==> src/hdl/least_squares_line_fit_macros.svh <==
// Assertion macros shared by the line-fit block
`ifndef LEAST_SQUARES_LINE_FIT_MACROS_SVH
`define LEAST_SQUARES_LINE_FIT_MACROS_SVH
`ifndef SYNTHESIS
// same-cycle implication
`define LSF_ASSERT_IMP(lbl, ante, cons) \
   lbl: assert property (@(posedge clock) disable iff (reset) (ante) |-> (cons)) \
      else $error("lsf: implication check failed");
// next-cycle implication
`define LSF_ASSERT_NXT(lbl, ante, cons) \
   lbl: assert property (@(posedge clock) disable iff (reset) (ante) |=> (cons)) \
      else $error("lsf: next-cycle check failed");
`else
`define LSF_ASSERT_IMP(lbl, ante, cons)
`define LSF_ASSERT_NXT(lbl, ante, cons)
`endif
`endif

==> src/hdl/lsf_pkg.sv <==
package lsf_pkg;

   // run length and derived counter widths
   localparam int MAX_POINTS = 4096;
   localparam int CNT_W      = $clog2(MAX_POINTS) + 1;

   // field widths
   localparam int IDX_W  = 16;
   localparam int X_W    = IDX_W + 1;
   localparam int X2_W   = 2 * X_W;
   localparam int Y_W    = 32;
   localparam int XY_W   = X_W + 1 + Y_W;
   localparam int OUT_W  = 48;

   // accumulator widths
   localparam int SX_W   = 29;
   localparam int SX2_W  = 45;
   localparam int SY_W   = 44;
   localparam int SXY_W  = 62;

   // back-end arithmetic widths
   localparam int DEN_W     = 58;
   localparam int NUM_W     = 96;
   localparam int MULT_W    = SX2_W;
   localparam int DIV_CNT_W = $clog2(NUM_W);

   // job queue
   localparam int QDEPTH = 2;
   localparam int QPTR_W = $clog2(QDEPTH);
   localparam int QLVL_W = $clog2(QDEPTH + 1);

   // saturation limits
   localparam logic [OUT_W-1:0] OUT_MAX = {1'b0, {(OUT_W-1){1'b1}}};
   localparam logic [OUT_W-1:0] OUT_MIN = {1'b1, {(OUT_W-1){1'b0}}};

   typedef struct packed {
      logic signed [Y_W-1:0] sample;
      logic                  last;
   } req_type;

   typedef struct packed {
      logic signed [OUT_W-1:0] slope;
      logic signed [OUT_W-1:0] intercept;
      logic                    degenerate;
   } rsp_type;

   // one finished run handed from the accumulator to the solver
   typedef struct packed {
      logic [CNT_W-1:0]        n;
      logic [SX_W-1:0]         sum_x;
      logic [SX2_W-1:0]        sum_x2;
      logic signed [SY_W-1:0]  sum_y;
      logic signed [SXY_W-1:0] sum_xy;
   } job_type;

   typedef enum logic [2:0] {
      BK_IDLE,
      BK_LOAD,
      BK_MUL,
      BK_DIV,
      BK_EMIT
   } back_state_type;

   typedef enum logic [1:0] {
      DV_IDLE,
      DV_RUN,
      DV_ROUND,
      DV_SAT
   } div_state_type;

   // product terms, in order: D, slope numerator, intercept numerator
   typedef enum logic [2:0] {
      MS_N_SX2,
      MS_SX_SX,
      MS_N_SXY,
      MS_SX_SY,
      MS_SX2_SY,
      MS_SX_SXY
   } mac_step_type;

endpackage

==> src/hdl/lsf_front.sv <==
module lsf_front (
   input  logic                         clock,
   input  logic                         reset,
   input  logic                         start,
   output logic                         busy,
   input  lsf_pkg::req_type             req_item,
   input  logic                         csr_we,
   input  logic [lsf_pkg::IDX_W-1:0]    csr_wdata,
   input  logic [lsf_pkg::QLVL_W-1:0]   q_level,
   output logic                         push,
   output lsf_pkg::job_type             push_job
);
   import lsf_pkg::*;

   logic [IDX_W-1:0]        start_index_ff;
   logic [CNT_W-1:0]        count_ff, count_in;

   logic                    s1_valid_ff, s1_use_ff, s1_last_ff;
   logic [CNT_W-1:0]        s1_n_ff;
   logic [X_W-1:0]          s1_x_ff;
   logic [X2_W-1:0]         s1_x2_ff;
   logic signed [Y_W-1:0]   s1_y_ff;
   logic signed [XY_W-1:0]  s1_xy_ff;

   logic [SX_W-1:0]         sum_x_ff, sum_x_in, nsum_x;
   logic [SX2_W-1:0]        sum_x2_ff, sum_x2_in, nsum_x2;
   logic signed [SY_W-1:0]  sum_y_ff, sum_y_in, nsum_y;
   logic signed [SXY_W-1:0] sum_xy_ff, sum_xy_in, nsum_xy;

   logic                    accept, use_pt;
   logic [X_W-1:0]          x_val;
   logic [CNT_W-1:0]        n_next;
   logic [QLVL_W:0]         occupancy;

   // stall while every queue slot is taken or claimed by a run in flight
   assign occupancy = {1'b0, q_level} + (QLVL_W+1)'(s1_valid_ff & s1_last_ff);
   assign busy      = occupancy >= (QLVL_W+1)'(QDEPTH);
   assign accept    = start & ~busy;

   // position of this item; items past the limit are dropped
   assign use_pt   = count_ff < CNT_W'(MAX_POINTS);
   assign x_val    = X_W'(start_index_ff) + X_W'(count_ff[CNT_W-2:0]);
   assign n_next   = count_ff + CNT_W'(use_pt);
   assign count_in = accept ? (req_item.last ? '0 : n_next) : count_ff;

   // configuration and point counter
   always_ff @(posedge clock) begin
      if (reset) begin
         start_index_ff <= '0;
         count_ff       <= '0;
         s1_valid_ff    <= 1'b0;
      end else begin
         if (csr_we) begin
            start_index_ff <= csr_wdata;
         end
         count_ff    <= count_in;
         s1_valid_ff <= accept;
      end
   end

   // stage 1: square and cross product
   always_ff @(posedge clock) begin
      if (accept) begin
         s1_use_ff  <= use_pt;
         s1_last_ff <= req_item.last;
         s1_n_ff    <= n_next;
         s1_x_ff    <= x_val;
         s1_x2_ff   <= X2_W'(x_val) * X2_W'(x_val);
         s1_y_ff    <= req_item.sample;
         s1_xy_ff   <= XY_W'($signed({1'b0, x_val})) * XY_W'(req_item.sample);
      end
   end

   // stage 2: accumulate, hand the run over on the last item
   always_comb begin
      nsum_x  = sum_x_ff  + (s1_use_ff ? SX_W'(s1_x_ff)   : SX_W'(0));
      nsum_x2 = sum_x2_ff + (s1_use_ff ? SX2_W'(s1_x2_ff) : SX2_W'(0));
      nsum_y  = sum_y_ff  + (s1_use_ff ? SY_W'(s1_y_ff)   : SY_W'(0));
      nsum_xy = sum_xy_ff + (s1_use_ff ? SXY_W'(s1_xy_ff) : SXY_W'(0));
      sum_x_in  = sum_x_ff;
      sum_x2_in = sum_x2_ff;
      sum_y_in  = sum_y_ff;
      sum_xy_in = sum_xy_ff;
      if (s1_valid_ff) begin
         if (s1_last_ff) begin
            sum_x_in  = '0;
            sum_x2_in = '0;
            sum_y_in  = '0;
            sum_xy_in = '0;
         end else begin
            sum_x_in  = nsum_x;
            sum_x2_in = nsum_x2;
            sum_y_in  = nsum_y;
            sum_xy_in = nsum_xy;
         end
      end
   end

   assign push            = s1_valid_ff & s1_last_ff;
   assign push_job.n      = s1_n_ff;
   assign push_job.sum_x  = nsum_x;
   assign push_job.sum_x2 = nsum_x2;
   assign push_job.sum_y  = nsum_y;
   assign push_job.sum_xy = nsum_xy;

   always_ff @(posedge clock) begin
      if (reset) begin
         sum_x_ff  <= '0;
         sum_x2_ff <= '0;
         sum_y_ff  <= '0;
         sum_xy_ff <= '0;
      end else begin
         sum_x_ff  <= sum_x_in;
         sum_x2_ff <= sum_x2_in;
         sum_y_ff  <= sum_y_in;
         sum_xy_ff <= sum_xy_in;
      end
   end

endmodule

==> src/hdl/lsf_queue.sv <==
module lsf_queue (
   input  logic                       clock,
   input  logic                       reset,
   input  logic                       push,
   input  lsf_pkg::job_type           push_job,
   input  logic                       pop,
   output lsf_pkg::job_type           pop_job,
   output logic                       empty,
   output logic [lsf_pkg::QLVL_W-1:0] level
);
   import lsf_pkg::*;

   job_type             mem_ff [QDEPTH];
   logic [QPTR_W-1:0]   wr_ptr_ff, rd_ptr_ff;
   logic [QLVL_W-1:0]   level_ff;

   // storage
   always_ff @(posedge clock) begin
      if (push) begin
         mem_ff[wr_ptr_ff] <= push_job;
      end
   end

   // pointers and fill level
   always_ff @(posedge clock) begin
      if (reset) begin
         wr_ptr_ff <= '0;
         rd_ptr_ff <= '0;
         level_ff  <= '0;
      end else begin
         if (push) begin
            wr_ptr_ff <= wr_ptr_ff + QPTR_W'(1);
         end
         if (pop) begin
            rd_ptr_ff <= rd_ptr_ff + QPTR_W'(1);
         end
         level_ff <= level_ff + QLVL_W'(push) - QLVL_W'(pop);
      end
   end

   assign pop_job = mem_ff[rd_ptr_ff];
   assign empty   = (level_ff == '0);
   assign level   = level_ff;

endmodule

==> src/hdl/lsf_div.sv <==
module lsf_div (
   input  logic                              clock,
   input  logic                              reset,
   input  logic                              start,
   input  logic signed [lsf_pkg::NUM_W-1:0]  num,
   input  logic [lsf_pkg::DEN_W-1:0]         den,
   output logic                              done,
   output logic signed [lsf_pkg::OUT_W-1:0]  quot
);
   import lsf_pkg::*;

   div_state_type          state_ff, state_in;
   logic                   neg_ff, neg_in;
   logic [NUM_W-1:0]       dq_ff, dq_in;
   logic [DEN_W-1:0]       rem_ff, rem_in;
   logic [DIV_CNT_W-1:0]   cnt_ff, cnt_in;
   logic [NUM_W:0]         qr_ff, qr_in;

   logic [DEN_W:0]         rem_sh;
   logic                   ge, round_up;

   // one restoring step: dividend bits shift out the top, quotient bits in below
   assign rem_sh   = {rem_ff, dq_ff[NUM_W-1]};
   assign ge       = rem_sh >= {1'b0, den};
   assign round_up = {rem_ff, 1'b0} >= {1'b0, den};

   always_ff @(posedge clock) begin
      if (reset) begin
         state_ff <= DV_IDLE;
      end else begin
         state_ff <= state_in;
      end
   end

   always_ff @(posedge clock) begin
      neg_ff <= neg_in;
      dq_ff  <= dq_in;
      rem_ff <= rem_in;
      cnt_ff <= cnt_in;
      qr_ff  <= qr_in;
   end

   always_comb begin
      state_in = state_ff;
      neg_in   = neg_ff;
      dq_in    = dq_ff;
      rem_in   = rem_ff;
      cnt_in   = cnt_ff;
      qr_in    = qr_ff;
      done     = 1'b0;
      quot     = '0;
      unique case (state_ff)
         DV_IDLE: begin
            if (start) begin
               neg_in   = num[NUM_W-1];
               dq_in    = num[NUM_W-1] ? NUM_W'(-num) : NUM_W'(num);
               rem_in   = '0;
               cnt_in   = '0;
               state_in = DV_RUN;
            end
         end
         DV_RUN: begin
            dq_in  = {dq_ff[NUM_W-2:0], ge};
            rem_in = ge ? DEN_W'(rem_sh - {1'b0, den}) : rem_sh[DEN_W-1:0];
            cnt_in = cnt_ff + DIV_CNT_W'(1);
            if (cnt_ff == DIV_CNT_W'(NUM_W - 1)) begin
               state_in = DV_ROUND;
            end
         end
         DV_ROUND: begin
            // half away from zero on the magnitude
            qr_in    = {1'b0, dq_ff} + (NUM_W+1)'(round_up);
            state_in = DV_SAT;
         end
         DV_SAT: begin
            done = 1'b1;
            if (!neg_ff) begin
               quot = (qr_ff > (NUM_W+1)'(OUT_MAX)) ? OUT_MAX : qr_ff[OUT_W-1:0];
            end else begin
               quot = (qr_ff > (NUM_W+1)'(OUT_MIN)) ? OUT_MIN
                                                    : ~qr_ff[OUT_W-1:0] + OUT_W'(1);
            end
            state_in = DV_IDLE;
         end
         default: begin
            state_in = DV_IDLE;
         end
      endcase
   end

endmodule

==> src/hdl/lsf_back.sv <==
module lsf_back (
   input  logic              clock,
   input  logic              reset,
   input  logic              q_empty,
   input  lsf_pkg::job_type  job,
   output logic              pop,
   output logic              rsp_valid,
   output lsf_pkg::rsp_type  rsp_item
);
   import lsf_pkg::*;

   back_state_type          state_ff, state_in;
   mac_step_type            step_ff, step_in;
   job_type                 job_ff, job_in;
   logic [NUM_W-1:0]        acc_ff, acc_in;
   logic [NUM_W-1:0]        mcand_ff, mcand_in;
   logic [MULT_W-1:0]       mult_ff, mult_in;
   logic                    sub_ff, sub_in;
   logic [DEN_W-1:0]        den_ff, den_in;
   logic signed [OUT_W-1:0] slope_ff, slope_in;
   logic signed [OUT_W-1:0] intercept_ff, intercept_in;
   logic                    degen_ff, degen_in;

   logic [MULT_W-1:0]       mult_sel;
   logic [NUM_W-1:0]        mcand_sel;
   logic                    sub_sel, first_sel;
   logic [NUM_W-1:0]        mac_sum;
   logic                    div_start, div_done;
   logic signed [OUT_W-1:0] div_quot;

   lsf_div u_div (
      .clock (clock),
      .reset (reset),
      .start (div_start),
      .num   ($signed(acc_ff)),
      .den   (den_ff),
      .done  (div_done),
      .quot  (div_quot)
   );

   // operands of each product term; the unsigned factor drives the shift-add
   always_comb begin
      mult_sel  = '0;
      mcand_sel = '0;
      sub_sel   = 1'b0;
      first_sel = 1'b0;
      unique case (step_ff)
         MS_N_SX2: begin
            mult_sel  = MULT_W'(job_ff.n);
            mcand_sel = NUM_W'(job_ff.sum_x2);
            first_sel = 1'b1;
         end
         MS_SX_SX: begin
            mult_sel  = MULT_W'(job_ff.sum_x);
            mcand_sel = NUM_W'(job_ff.sum_x);
            sub_sel   = 1'b1;
         end
         MS_N_SXY: begin
            mult_sel  = MULT_W'(job_ff.n);
            mcand_sel = NUM_W'($signed(job_ff.sum_xy));
            first_sel = 1'b1;
         end
         MS_SX_SY: begin
            mult_sel  = MULT_W'(job_ff.sum_x);
            mcand_sel = NUM_W'($signed(job_ff.sum_y));
            sub_sel   = 1'b1;
         end
         MS_SX2_SY: begin
            mult_sel  = MULT_W'(job_ff.sum_x2);
            mcand_sel = NUM_W'($signed(job_ff.sum_y));
            first_sel = 1'b1;
         end
         MS_SX_SXY: begin
            mult_sel  = MULT_W'(job_ff.sum_x);
            mcand_sel = NUM_W'($signed(job_ff.sum_xy));
            sub_sel   = 1'b1;
         end
         default: begin
            mult_sel  = '0;
         end
      endcase
   end

   assign mac_sum = sub_ff ? acc_ff - mcand_ff : acc_ff + mcand_ff;

   always_ff @(posedge clock) begin
      if (reset) begin
         state_ff <= BK_IDLE;
      end else begin
         state_ff <= state_in;
      end
   end

   always_ff @(posedge clock) begin
      step_ff      <= step_in;
      job_ff       <= job_in;
      acc_ff       <= acc_in;
      mcand_ff     <= mcand_in;
      mult_ff      <= mult_in;
      sub_ff       <= sub_in;
      den_ff       <= den_in;
      slope_ff     <= slope_in;
      intercept_ff <= intercept_in;
      degen_ff     <= degen_in;
   end

   // sequencer: D, then slope, then intercept; a zero D emits a degenerate result
   always_comb begin
      state_in     = state_ff;
      step_in      = step_ff;
      job_in       = job_ff;
      acc_in       = acc_ff;
      mcand_in     = mcand_ff;
      mult_in      = mult_ff;
      sub_in       = sub_ff;
      den_in       = den_ff;
      slope_in     = slope_ff;
      intercept_in = intercept_ff;
      degen_in     = degen_ff;
      pop          = 1'b0;
      div_start    = 1'b0;
      unique case (state_ff)
         BK_IDLE: begin
            if (!q_empty) begin
               pop      = 1'b1;
               job_in   = job;
               step_in  = MS_N_SX2;
               state_in = BK_LOAD;
            end
         end
         BK_LOAD: begin
            mult_in  = mult_sel;
            mcand_in = mcand_sel;
            sub_in   = sub_sel;
            if (first_sel) begin
               acc_in = '0;
            end
            state_in = BK_MUL;
         end
         BK_MUL: begin
            if (mult_ff != '0) begin
               if (mult_ff[0]) begin
                  acc_in = mac_sum;
               end
               mult_in  = mult_ff >> 1;
               mcand_in = mcand_ff << 1;
            end else begin
               unique case (step_ff)
                  MS_N_SX2: begin
                     step_in  = MS_SX_SX;
                     state_in = BK_LOAD;
                  end
                  MS_SX_SX: begin
                     den_in = acc_ff[DEN_W-1:0];
                     if (acc_ff[DEN_W-1:0] == '0) begin
                        // fewer than two distinct points
                        degen_in     = 1'b1;
                        slope_in     = '0;
                        intercept_in = '0;
                        state_in     = BK_EMIT;
                     end else begin
                        degen_in = 1'b0;
                        step_in  = MS_N_SXY;
                        state_in = BK_LOAD;
                     end
                  end
                  MS_N_SXY: begin
                     step_in  = MS_SX_SY;
                     state_in = BK_LOAD;
                  end
                  MS_SX2_SY: begin
                     step_in  = MS_SX_SXY;
                     state_in = BK_LOAD;
                  end
                  MS_SX_SY, MS_SX_SXY: begin
                     div_start = 1'b1;
                     state_in  = BK_DIV;
                  end
                  default: begin
                     state_in = BK_IDLE;
                  end
               endcase
            end
         end
         BK_DIV: begin
            if (div_done) begin
               if (step_ff == MS_SX_SY) begin
                  slope_in = div_quot;
                  step_in  = MS_SX2_SY;
                  state_in = BK_LOAD;
               end else begin
                  intercept_in = div_quot;
                  state_in     = BK_EMIT;
               end
            end
         end
         BK_EMIT: begin
            state_in = BK_IDLE;
         end
         default: begin
            state_in = BK_IDLE;
         end
      endcase
   end

   assign rsp_valid           = (state_ff == BK_EMIT);
   assign rsp_item.slope      = slope_ff;
   assign rsp_item.intercept  = intercept_ff;
   assign rsp_item.degenerate = degen_ff;

endmodule

==> src/hdl/least_squares_line_fit.sv <==
// Channel   Handshake            Payload
// request   start / busy         req_item   (sample, last)
// result    rsp_valid            rsp_item   (slope, intercept, degenerate)
// config    csr_we               csr_wdata  (start_index)
//
// Items are taken at one per cycle while busy is low; each runs through a
// two-stage multiply/accumulate front end. A last item hands the run's sums to
// a two-entry job queue. The solver works on one job at a time: six shift-add
// products and two 96-step divisions. busy rises while both queue slots are
// held or claimed by a last item in flight. Reset is synchronous and needs no
// clearing pass. Results show for one cycle on rsp_valid and cannot be held
// off.
`include "least_squares_line_fit_macros.svh"

module least_squares_line_fit (
   input  logic                       clock,
   input  logic                       reset,
   input  logic                       start,
   output logic                       busy,
   input  lsf_pkg::req_type           req_item,
   output logic                       rsp_valid,
   output lsf_pkg::rsp_type           rsp_item,
   input  logic                       csr_we,
   input  logic [lsf_pkg::IDX_W-1:0]  csr_wdata
);
   import lsf_pkg::*;

   logic              push, pop, q_empty;
   job_type           push_job, pop_job;
   logic [QLVL_W-1:0] q_level;

   // accumulator front end
   lsf_front u_front (
      .clock     (clock),
      .reset     (reset),
      .start     (start),
      .busy      (busy),
      .req_item  (req_item),
      .csr_we    (csr_we),
      .csr_wdata (csr_wdata),
      .q_level   (q_level),
      .push      (push),
      .push_job  (push_job)
   );

   // finished runs waiting for the solver
   lsf_queue u_queue (
      .clock    (clock),
      .reset    (reset),
      .push     (push),
      .push_job (push_job),
      .pop      (pop),
      .pop_job  (pop_job),
      .empty    (q_empty),
      .level    (q_level)
   );

   // solver back end
   lsf_back u_back (
      .clock     (clock),
      .reset     (reset),
      .q_empty   (q_empty),
      .job       (pop_job),
      .pop       (pop),
      .rsp_valid (rsp_valid),
      .rsp_item  (rsp_item)
   );

   // checks
   `LSF_ASSERT_NXT(a_single_strobe, rsp_valid, !rsp_valid)
   `LSF_ASSERT_IMP(a_degen_zero, rsp_valid && rsp_item.degenerate, rsp_item.slope == '0 && rsp_item.intercept == '0)
   `LSF_ASSERT_IMP(a_full_busy, q_level == QLVL_W'(QDEPTH), busy)
   `LSF_ASSERT_IMP(a_no_overflow, push, q_level != QLVL_W'(QDEPTH))

endmodule
==> config.mk <==
export PLATFORM = sky130hd
export DESIGN_NAME = least_squares_line_fit
export DESIGN_NICKNAME = d
export VERILOG_FILES = /design/src/hdl/lsf_pkg.sv /design/src/hdl/lsf_front.sv /design/src/hdl/lsf_queue.sv /design/src/hdl/lsf_div.sv /design/src/hdl/lsf_back.sv /design/src/hdl/least_squares_line_fit.sv
export VERILOG_INCLUDE_DIRS = /design/src /design/src/hdl
export SDC_FILE = /design/constraint.sdc
export NUM_CORES = 2
export LEC_CHECK = 0
export ABC_CLOCK_PERIOD_IN_PS = 34700
export BUFFER_PORTS_ARGS = -buffer_cell sky130_fd_sc_hd__clkbuf_2
export CAP_MARGIN = 10
export CORE_ASPECT_RATIO = 0.75
export CORE_UTILIZATION = 40
export CTS_CLUSTER_DIAMETER = 30
export CTS_CLUSTER_SIZE = 8
export DETAILED_ROUTE_END_ITERATION = 10
export PLACE_DENSITY_LB_ADDON = 0.3
export SLEW_MARGIN = 10
export SYNTH_ARGS = -nofsm -noshare
export SYNTH_HDL_FRONTEND = slang
export SYNTH_HIERARCHICAL = 1
export SYNTH_SLANG_ARGS = --single-unit
export TNS_END_PERCENT = 1
==> constraint.sdc <==
create_clock -name clock -period 34.7 [get_ports clock]
set_input_delay 10.41 -clock clock [delete_from_list [all_inputs] [get_ports clock]]
set_output_delay 10.41 -clock clock [all_outputs]
set_load 0.02 [all_outputs]
==> results.json <==
{
  "status": "finished clean",
  "grt_overflow": 0,
  "syn_area_mm2": 0.113,
  "first_pass_iters": 6,
  "multiInputGateArea_mm2": 0.0612,
  "skew_ns": 0.0619,
  "cts_tree": "done",
  "worstSetupEndpointType": "flip-flop",
  "drtIter0Drc": 7042,
  "power_density_mw_per_mm2": 83.8,
  "synthAdderAreaFrac_pct": 18.9,
  "ys_async_sr_fraction_pct": 0,
  "die_h_um": 462,
  "nFillCells": 25700,
  "drc": 0,
  "tns_ns": 0,
  "synth_area_per_cell_um2": 10.3,
  "yosysWarnings": 6,
  "routed_wl_um": 322000,
  "worstPathRequired_ns": 35.25,
  "r2r_slack_ns": 23.91,
  "drive_above_1_share_pct": 10.2,
  "grt_pass1_wl_um": 494000,
  "cap_violations": 0,
  "numCtsBuffers": 353,
  "swShare_pct": 38.7,
  "syn2layout_area_growth_pct": 14.6,
  "crit_type": "in2reg",
  "placed_cells": 14400,
  "die_w_um": 615,
  "yosys.area_share.xor_xnor_pct": 5.29,
  "fin_util_pct": 46.2,
  "io_buffers": 151,
  "r2r_end": "u_front/s1_xy_ff[42]",
  "viasPerCell": 5.53,
  "cp.arrival_ns": 17.29,
  "start_util_pct": 40.3,
  "wl_per_cell_um": 21.3,
  "post_cts_hold_buffer_count": 0,
  "r2r_cells": 34,
  "cp-endpoint": "u_front/s1_xy_ff[42]",
  "finalCritPeriodShare_pct": 48.2,
  "period_needed_ns": 16.74,
  "finalHoldViolCount": 0,
  "p_int_w": 0.00664,
  "synth_cells": 10900,
  "hp-class": "reg2reg",
  "p_comb_share_pct": 40.9,
  "cp_max_fo": 18,
  "final_nets": 12400,
  "clk_path_buf_depth": 4,
  "crit_path_start": "req_item[7]",
  "stdcell_count": 15100,
  "ant_nets": 0,
  "antenna_found_initial": 9,
  "placed_area_mm2": 0.117,
  "final-max-slew-violation-count": 0,
  "clockRootBuffer": "clkbuf_16",
  "final_cell_mix": "edfxtp_1 (1380), nand2_1 (1092), inv_1 (1053)",
  "fin_area_mm2": 0.129,
  "p_seq_share_pct": 28.3,
  "postCtsSetupBuffers": 0,
  "die-area_mm2": 0.284,
  "cts_htree_levels": 5,
  "fp-row-count": 168,
  "fmax_mhz": 59.7,
  "synth_compound_area_share_pct": 12.8,
  "leakage_nw": 52.6,
  "clock_sinks": 1600,
  "p_sw_w": 0.00419,
  "cts_resized": 0,
  "dp_hpwl_um": 236000,
  "synth_enable_flop_cells": 1380,
  "max-vdd-ir-drop_mv": 0.0674,
  "crit_path_start_kind": "primary input",
  "coreArea_mm2": 0.280,
  "ys_seq_area_share_pct": 40.7,
  "synth-seq-cells": 1600,
  "tightestPinTransition_ns": 1.24,
  "synth_top_family_by_area": "adder cells",
  "io_pins": 152,
  "synthSimpleGateAreaFrac_pct": 14.1,
  "rsz0062_at_grt": "false",
  "synth_flop_cell": "edfxtp_1",
  "clock_latency_ns": 0.88,
  "slew_headroom_pct": 16.5,
  "clkTransAtPathRegs_ns": 0.05,
  "vias": 83500,
  "gr-usage-all-layers_pct": 22.2,
  "place.gp.congestion": 0.909,
  "mostFrequentLayoutCell": "edfxtp_1",
  "synth_mux_area_share_pct": 2.90,
  "setup_viol": 0,
  "seq_area_mm2": 0.0458,
  "clockPowerShare_pct": 30.7,
  "r2r-start": "u_front/count_ff[0]",
  "grt_pass1_vias": 82600,
  "synth.distinct_cells": 121,
  "grt_start_max_net_pins": 153
}
[through the flow]
stage	hold WS [ns]	worst slack (ns)	power, W
5_1_grt	0.439	17.72	0.0115
3_5_place_dp	0.429	17.15	0.00747
2_1_floorplan	0.421	12.93	0.00630
4_1_cts	0.437	18.04	0.0109
3_3_place_gp	0.429	17.16	0.00740
6_report	0.440	17.96	0.0108
[cells by family (layout without fill, tap and decap cells)]
group | Yosys count | in the layout
compound gates | 2228 | 2228
fa+ha+maj | 1276 | 1276
simple gates | 3316 | 3316
xor+xnor | 678 | 678
mux | 297 | 297
other cells | 1 | 6
buf+inv | 1550 | 1947
flops | 1600 | 1600
[area by class of cell]
cell class              count  share of cell area, %
inverters                1064                   3.10
well taps                3740                   3.62
repair buffers            247                   1.17
clock buffers             454                   7.38
clock inverters           182                   1.87
flip-flops and latches   1600                   35.5
diodes                      3                0.00581
multi-input cells        7798                   47.4
[worst min-delay path by stage]
stage,startpoint,end,slack [ns],cells past startpoint
2_1_floorplan,u_front/s1_n_ff[0],u_queue/mem_ff[0][180],0.42,0
3_3_place_gp,u_front/s1_n_ff[8],u_queue/mem_ff[0][188],0.43,0
3_5_place_dp,u_front/s1_n_ff[12],u_queue/mem_ff[0][192],0.43,0
4_1_cts,u_front/s1_n_ff[12],u_queue/mem_ff[0][192],0.44,0
5_1_grt,u_front/s1_n_ff[12],u_queue/mem_ff[0][192],0.44,0
6_report,u_front/s1_n_ff[12],u_queue/mem_ff[0][192],0.44,0
[synthesized netlist by cell type, types with 14 or more instances]
cell type  number  area (um^2)
a211oi_1       66          495
a21boi_0       18          135
a21o_1        220         1650
a21oi_1       604         3020
a22o_1         69          604
a22oi_1       196         1470
a311oi_1       29          254
a31oi_1        69          432
and2_1        435         2720
and3_1        141          882
and4_1         21          184
buf_1          24         90.1
buf_2          16         80.1
clkbuf_1      422         1580
dfxtp_1       220         4400
edfxtp_1     1380        41400
fa_1          719        14400
ha_1          557         6970
inv_1        1058         3970
mux2_2        235         2650
mux2i_1        61          611
nand2_1      1093         4100
nand2b_1       54          338
nand3_1       166          831
nand3b_1       14          105
nand4_1       127          795
nor2_1        795         2980
nor2b_1        50          313
nor3_1        147          736
nor3b_1        16          120
nor4_1         88          551
o211ai_1       28          210
o21a_1         68          510
o21ai_0       477         2390
o21ai_1        32          160
o21bai_1       69          518
o22ai_1        25          156
o31ai_1        62          465
o41ai_1        19          166
or2_2          23          144
or3_1          81          507
or4_1          21          158
xnor2_1       403         3530
xor2_1        272         2380
[routing by layer]
| layer | GRT usage [%] | routed length (um) |
|---|---|---|
| met3 | 3.20 | 23400 |
| met2 | 32.9 | 135000 |
| met1 | 33.5 | 154000 |
| met5 | 0 | 0 |
| met4 | 6.51 | 8940 |
[flip-flops by register name, indices dropped and copies added, names as in the netlist, 16 cells and up, named ones only]
| signal | cells |
|---|---|
| u_back/acc_ff | 96 |
| u_front/sum_y_ff | 44 |
| u_back/den_ff | 58 |
| u_front/s1_y_ff | 32 |
| u_front/sum_x_ff | 29 |
| u_front/sum_xy_ff | 62 |
| u_back/job_ff | 193 |
| u_front/sum_x2_ff | 45 |
| u_back/mult_ff | 45 |
| u_back/intercept_ff | 48 |
| u_back/mcand_ff | 96 |
| u_back/u_div/rem_ff | 58 |
| u_back/u_div/dq_ff | 96 |
| u_front/s1_x2_ff | 32 |
| u_back/slope_ff | 48 |
| u_front/s1_xy_ff | 50 |
| u_back/u_div/qr_ff | 97 |
| u_front/s1_x_ff | 17 |
| u_front/start_index_ff | 16 |
| u_queue/mem_ff | 386 |
[critical path, cell delays in order]
cell and delay, ns:
clkbuf_2 0.25, and2_1 0.24, fa_1 0.54, inv_1 0.06, fa_1 0.50, fa_1 0.51
inv_1 0.05, fa_1 0.48, fa_1 0.56, inv_1 0.06, fa_1 0.54, inv_1 0.05
ha_1 0.35, and3_1 0.24, o21ai_0 0.10, nor2_1 0.06, a21o_1 0.19, o211a_1 0.25
a2bb2oi_2 0.18, a221o_1 0.38, a31o_1 0.28, a211o_1 0.34, a221oi_4 0.28, mux2i_1 0.22
o2111ai_1 0.13
[power by group through the flow]
stage	combinational, W	clock (W)	sequential, W
after floorplan	0.00323	0	0.00307
after global placement	0.00432	0	0.00308
after detailed placement	0.00438	0	0.00309
after CTS	0.00441	0.00338	0.00306
after global routing	0.00490	0.00347	0.00310
final	0.00443	0.00333	0.00307
Note: power is estimated with default switching activity, not from simulation.
